## config.mk

```make
export PLATFORM = sky130hd
export DESIGN_NAME = lmrs_ctrl
export DESIGN_NICKNAME = d
export VERILOG_FILES = /design/src/rtl/lmrs_pkg.sv /design/src/rtl/lmrs_ctrl.sv
export SDC_FILE = /design/constraint.sdc
export NUM_CORES = 1
export LEC_CHECK = 0
export BUFFER_PORTS_ARGS = -buffer_cell sky130_fd_sc_hd__clkbuf_2
export CORE_AREA = 3 3 40 42
export DETAILED_ROUTE_END_ITERATION = 8
export DIE_AREA = 0 0 43 45
export MAX_ROUTING_LAYER = met4
export PLACE_DENSITY = 0.42
export SYNTH_ARGS = -nofsm -noshare
export SYNTH_HDL_FRONTEND = slang
export SYNTH_SLANG_ARGS = --single-unit
export TNS_END_PERCENT = 50
```

## constraint.sdc

```tcl
create_clock -name clk -period 1.1 [get_ports clk]
set_clock_uncertainty 0.1 [all_clocks]
set_input_delay 0 -clock clk [delete_from_list [all_inputs] [get_ports clk]]
set_output_delay 0 -clock clk [all_outputs]
set_load 0.01 [all_outputs]
```

## src/rtl/lmrs_pkg.sv

```systemverilog
// ----------------------------------------------------------------------------
// lmrs_pkg
// Shared types, constants and helper functions of the row scan PWM driver.
// ----------------------------------------------------------------------------
package lmrs_pkg;

  // panel geometry and color format
  localparam int unsigned PANEL_ROWS = 32;
  localparam int unsigned HALF_ROWS  = 16;
  localparam int unsigned ROW_W      = 4;
  localparam int unsigned CHAN_W     = 5;
  localparam int unsigned COLOR_W    = 15;
  localparam int unsigned COL_OUT_W  = 6;
  localparam int unsigned X_W        = 8;
  localparam int unsigned Y_W        = 6;

  // pwm counter wraps after this value
  localparam logic [CHAN_W-1:0] PWM_MAX       = 5'd30;
  localparam logic [CHAN_W-1:0] PWM_RESET     = 5'd30;
  localparam logic [ROW_W-1:0]  SCAN_ROW_INIT = 4'd15;

  // input command codes
  localparam logic CMD_WRITE = 1'b0;
  localparam logic CMD_TICK  = 1'b1;

  // controller to datapath commands
  typedef struct packed {
    logic clr_en;
    logic wr_en;
    logic tick_en;
    logic rd_en;
  } lmrs_cmd_t;

  // datapath to controller status
  typedef struct packed {
    logic clr_last;
    logic rd_last;
    logic scan_done;
  } lmrs_stat_t;

  // bit reversal of the pwm count gives the threshold
  function automatic logic [CHAN_W-1:0] reverse5(input logic [CHAN_W-1:0] v);
    logic [CHAN_W-1:0] r;
    for (int i = 0; i < CHAN_W; i++) begin
      r[i] = v[CHAN_W-1-i];
    end
    return r;
  endfunction

  // channel field of a packed color
  function automatic logic [CHAN_W-1:0] chan_of(input logic [COLOR_W-1:0] c,
                                                input int unsigned idx);
    return c[idx*CHAN_W +: CHAN_W];
  endfunction

endpackage

```

## src/rtl/lmrs_ctrl.sv

```systemverilog
// ----------------------------------------------------------------------------
// lmrs_ctrl
// Controller: clearing pass after reset, request acceptance and scan sequencing.
// ----------------------------------------------------------------------------
module lmrs_ctrl
  import lmrs_pkg::*;
(
  input  logic       clk,
  input  logic       rst_n,
  input  logic       start,
  input  logic       in_command,
  input  lmrs_stat_t stat,
  output lmrs_cmd_t  cmd,
  output logic       busy
);

  typedef enum logic [1:0] {
    ST_CLEAR,
    ST_IDLE,
    ST_SCAN,
    ST_DRAIN
  } state_t;

  state_t state_r, state_nxt;
  logic   busy_r, busy_nxt;
  logic   accept;

  // request handshake
  assign accept = start & ~busy_r;

  // commands to the datapath
  always_comb begin
    cmd.clr_en  = (state_r == ST_CLEAR);
    cmd.wr_en   = accept & (in_command == CMD_WRITE);
    cmd.tick_en = accept & (in_command == CMD_TICK);
    cmd.rd_en   = (state_r == ST_SCAN);
  end

  // next state
  always_comb begin
    state_nxt = state_r;
    unique case (state_r)
      ST_CLEAR: if (stat.clr_last) state_nxt = ST_IDLE;
      ST_IDLE:  if (cmd.tick_en) state_nxt = ST_SCAN;
      ST_SCAN:  if (stat.rd_last) state_nxt = ST_DRAIN;
      ST_DRAIN: if (stat.scan_done) state_nxt = ST_IDLE;
      default:  state_nxt = ST_IDLE;
    endcase
    busy_nxt = (state_nxt != ST_IDLE);
  end

  // state and registered busy
  always_ff @(posedge clk) begin
    if (!rst_n) begin
      state_r <= ST_CLEAR;
      busy_r  <= 1'b1;
    end else begin
      state_r <= state_nxt;
      busy_r  <= busy_nxt;
    end
  end

  assign busy = busy_r;

  // busy tracks the state register
  a_busy_state: assert property (@(posedge clk) disable iff (!rst_n)
    busy_r == (state_r != ST_IDLE))
    else $error("busy out of step with state");

  // a tick always starts a scan
  a_tick_scan: assert property (@(posedge clk) disable iff (!rst_n)
    cmd.tick_en |=> state_r == ST_SCAN)
    else $error("tick did not start a scan");

  // no clearing once the clearing pass has ended
  a_clear_once: assert property (@(posedge clk) disable iff (!rst_n)
    state_r != ST_CLEAR |=> state_r != ST_CLEAR)
    else $error("clearing pass reentered");

endmodule

```

=== After elaboration in Yosys (flattened, before gate mapping) ===
Cells that the tools add are included.

* Register bits after elaboration: 3
* Word-level logic and storage cells: 17
* Output and inout port bits: 5

* Multiplexer cells: 5
* Bitwise gates (word level): 5
* Reduce and logical (&&, ||, !) cells: 1
* Equal/unequal tests: 4

{| class="wikitable"
|+ Operators with widths
! cell !! count
|-
| $mux W2 || 4
|-
| $pmux W2 S4 || 1
|-
| $eq A2 B2 Y1 const B || 2
|-
| $and A1 B1 Y1 || 3
|-
| $eq A2 B1 Y1 const B || 1
|-
| $logic_not A2 Y1 || 1
|-
| $ne A2 B1 Y1 const B || 1
|-
| $not A1 Y1 || 2
|}

=== Depth between registers and ports, before layout ===
* Depth after elaboration: 6
* Depth in mapped cells: 2
* Depth with buffers taken out: 2

=== Worst setup path after synthesis ===
No wires, ideal clock.

* Path type: register to register
* From: register busy_r, in the netlist busy
* To: register busy_r, in the netlist busy
* Setup time: 0.122 ns
* Arrival: 0.930 ns
* Cell stages (with the launch flop): 3
* Buffers on the path: 0
* Slack: -0.051 ns
* Data required time: 0.878 ns
* Path through: dfxtp_1 > and4b_1 > o32a_1

* Cells in the longest elaborated chain, start to end: 6

{| class="wikitable"
|+ Ends and longest elaborated chain
! element !! line !! RTL
|-
| from (decl) || lmrs_ctrl.sv:25 || <nowiki>logic busy_r, busy_nxt;</nowiki>
|-
| from (signal assigned) || lmrs_ctrl.sv:59 || <nowiki>busy_r <= busy_nxt;</nowiki>
|-
| $not A1 Y1 || lmrs_ctrl.sv:29 || <nowiki>assign accept = start & ~busy_r;</nowiki>
|-
| $and A1 B1 Y1 || lmrs_ctrl.sv:29 ||
|-
| $and A1 B1 Y1 || lmrs_ctrl.sv:35 || <nowiki>cmd.tick_en = accept & (in_command == CMD_TICK);</nowiki>
|-
| $mux W2 || lmrs_ctrl.sv:44 || <nowiki>ST_IDLE: if (cmd.tick_en) state_nxt = ST_SCAN;</nowiki>
|-
| $pmux W2 S4 || lmrs_ctrl.sv:42 || <nowiki>unique case (state_r)</nowiki>
|-
| $ne A2 B1 Y1 || lmrs_ctrl.sv:49 || <nowiki>busy_nxt = (state_nxt != ST_IDLE);</nowiki>
|}

Every way passes these cells.
A chain may end at the register's enable or synchronous reset.

==> metrics.md <==
| Metric | Value |
|---|---|
| Status | completed |
| Clk pwr share | 48.5% |
| Critical R2R Launch | busy |
| Cells after DPL | 44 |
| Deepest clock path buffer count | 2 |
| Synth Flop Type | dfxtp_1 |
| GRT overflow | 0 |
| Dpl ws | around 0.049 ns |
| First-pass GRT wire length | 848 um |
| Clock latency on the worst-skew pair | roughly 0.23 ns |
| Chip Height | roughly 45 um |
| WL/cell | just under 9 um |
| Seq/Total Area, Yosys | 39.3% |
| Ys async rst share | 0% |
| CTS tree | built |
| Int Power | slightly above 300 uW |
| Die W | around 43 um |
| I/O pin cnt | 12 |
| Yosys reg bits | 3 |
| Syn nets | 23 |
| Via count | between 200 and 250 |
| Minimum clock period | ~1.1 ns |
| Hold crit path type | input pin to flip-flop |
| Crit path cell chain | buf_6 > and2b_2 > buf_6 |
| Setup WS post-layout | 0.0192 ns |
| Hold depth | 3 |
| Clock sink count | 3 |
| Die area | between 1500 and 2000 sq um |
| Max-slew violations | 0 |
| Worst Path Required | 1.00 ns |
| CP max stage cell | dfxtp_2 |
| Share of cells above drive strength 1 | a little under three fifths |
| Cell Area, Synth | 153 sq um |
| DR iter-0 viols | 3 |
| Placement Rows | 13 |
| Final hold vios | 0 |
| Area Overhead vs Synth | 113% |
| N_diodes | 0 |
| Final setup vio count | 0 |
| Syn_area_per_cell | roughly 9.5 sq um |
| Final net count | 45 |
| Routed Antenna Nets | 0 |
| Critical path class | flip-flop to output pin |
| Flop pwr share | between 30% and 40% |
| Largest net degree at the start of global routing | 6 |
| RSZ-0062 raised after global routing | true |
| R2R cell count | 2 |
| Lkg Pwr | ~0.17 nW |
| Vias in the first global route | 218 |
| Most frequent cell after synthesis | dfxtp_1 |
| Worst Hold Path EP | state_r[1] |
| PortBufs | 11 |
| Syn. warnings | 0 |
| Fmax | just over 900 MHz |
| Design Power | 390 uW |
| Initial Utilization | 11.9% |
| Clk slew on worst S/H paths | 0.04 ns |
| Drt pass-1 iters | 2 |
| H-tree levels | 1 |
| Net Sw Frac | between 20 and 25% |
| Crit path arrival time | 0.98 ns |
| Setup TNS | 0 ns |
| Worst vdd rail ir drop | approximately 0.3 mV |
| Max stage delay on crit path | around 0.33 ns |
| Switching Power | just under 90 uW |
| Slew headroom | 83.8% |
| Capturing point of the worst reg2reg path | busy |
| Max cap viols | 0 |
| Worst Setup Start Kind | flip-flop |
| GP Congestion | 0.734 |
| Syn Inst Count | 16 |
| Yosys top cell by area | dfxtp_1 |
| Distinct cells, synth | 13 |
| Root cell of the clock tree | clkbuf_4 |
| Share of the synthesized area in the top cell type | between 30 and 40% |
| Synth area leaders | dfxtp_1 (39%), and4b_1 (6.6%), o211a_1 (6.6%) |
| Most frequent CP cell | buf_6 |
| Worst setup EP type | output pin |
| CTS buffer count | 3 |
| Via/cell ratio | 3.90 |
| Worst Max-Slew Pin Slew | ~0.24 ns |
| Drt total wl | 456 um |
| Setup slack, reg-to-reg | approximately 0.05 ns |
| Final cell count without fillers | 52 |
| Power per Cell Area | around 1200 nW/um^2 |
| Core box area | between 1000 and 1500 sq um |
| Initial antenna violation count | 0 |
| Fin crit share | a little over nine tenths |
| Logic pwr share | 19.6% |
| GRT Resource Usage Total | between 6 and 7% |
| DRC violations left | 0 |
| HP Start | stat[0] |
| Crit path max fanout | 3 |
| Post-synth top cells | dfxtp_1 (3), nor2_1 (2) |
| Number of synthesized flops with an enable pin | 0 |
## cells by family (layout without fill, tap and decap cells)
kind of cell | count (synthesis) | count (layout) | share of synthesized area [%]
buffers and inverters | 1 | 22 | 2.46
flip-flops | 3 | 3 | 39.3
AND/OR/NAND/NOR | 8 | 8 | 35.3
AO/OA/AOI/OAI | 4 | 4 | 23.0
## worst max-delay path by stage
stage / from / to / slack (ns) / cells after the start
2_1_floorplan: busy / busy / 0.05 / 2
3_3_place_gp: state_r[0] / busy / 0.07 / 2
3_5_place_dp: busy / busy / 0.05 / 2
4_1_cts: state_r[0] / cmd[0] / 0.003 / 3
5_1_grt: state_r[0] / cmd[0] / -0.03 / 3
6_report: state_r[0] / cmd[0] / 0.02 / 3
## power groups by stage
stage               clock [mW]  combinational (mW)  sequential (mW)
finish                   0.189              0.0764            0.124
global route             0.211              0.0841            0.125
CTS                      0.202              0.0693            0.124
detailed placement           0              0.0572            0.124
global placement             0              0.0562            0.124
floorplan                    0              0.0210            0.127
## metrics by stage
stage               cell area (sq um)  hold slack [ns]  utilization [%]
detailed placement                243            0.163             18.9
floorplan                         154          -0.0505                -
global route                      325           0.0291             25.3
global placement                  243            0.151             18.9
CTS                               302          0.00711             23.5
finish                            325           0.0124             25.3
## repair_timing
| item | 4_1_cts | 5_1_grt |
|---|---|---|
| hold buffers | 2 | 0 |
| endpoints found under the hold margin | 3 | 0 |
| setup endpoints to repair | 1 | 2 |
| resized for setup | 2 | 5 |
| setup buffers | 1 | 1 |
## area by class of cell
type / instances / area, sq um
Inverter: 1 / 3.75
Clock buffer: 4 / 26.3
Sequential cell: 3 / 62.6
Multi-Input combinational cell: 12 / 88.8
Timing Repair Buffer: 17 / 125
Fill cell: 147 / 960
Tap cell: 15 / 18.8
## cells in the final DEF (no fill, tap or decap), drive strengths merged
master | synthesis | routed
clkbuf | 0 | 13
o211ai | 1 | 1
dlygate4sd3 | 0 | 2
and2b | 1 | 1
and4b | 1 | 1
nand3 | 1 | 1
nand2b | 1 | 1
nor3b | 1 | 1
and3b | 1 | 1
inv | 1 | 1
dfxtp | 3 | 3
o32a | 1 | 1
buf | 0 | 6
o211a | 1 | 1
o31ai | 1 | 1
nor2 | 2 | 2
## per-layer routing
layer / part of all wire [%] / wire length (um) / track usage [%]
met1: 38 / 175 / 5.29
met5: 0 / 0 / -
met2: 52 / 238 / 10.2
met3: 9.2 / 42 / 3.98
met4: 0 / 0 / 7.23
## flip-flops by register name (all words and copies together) (netlist names)
name and count:
busy 1, state_r 2
## critical path: cells and delay by family (launching register included)
family,cells,cell delay (ns)
flip-flops,1,0.33
buffers and inverters,2,0.21
AND/OR/NAND/NOR,1,0.21
Note: power is estimated with default switching activity, not from simulation.
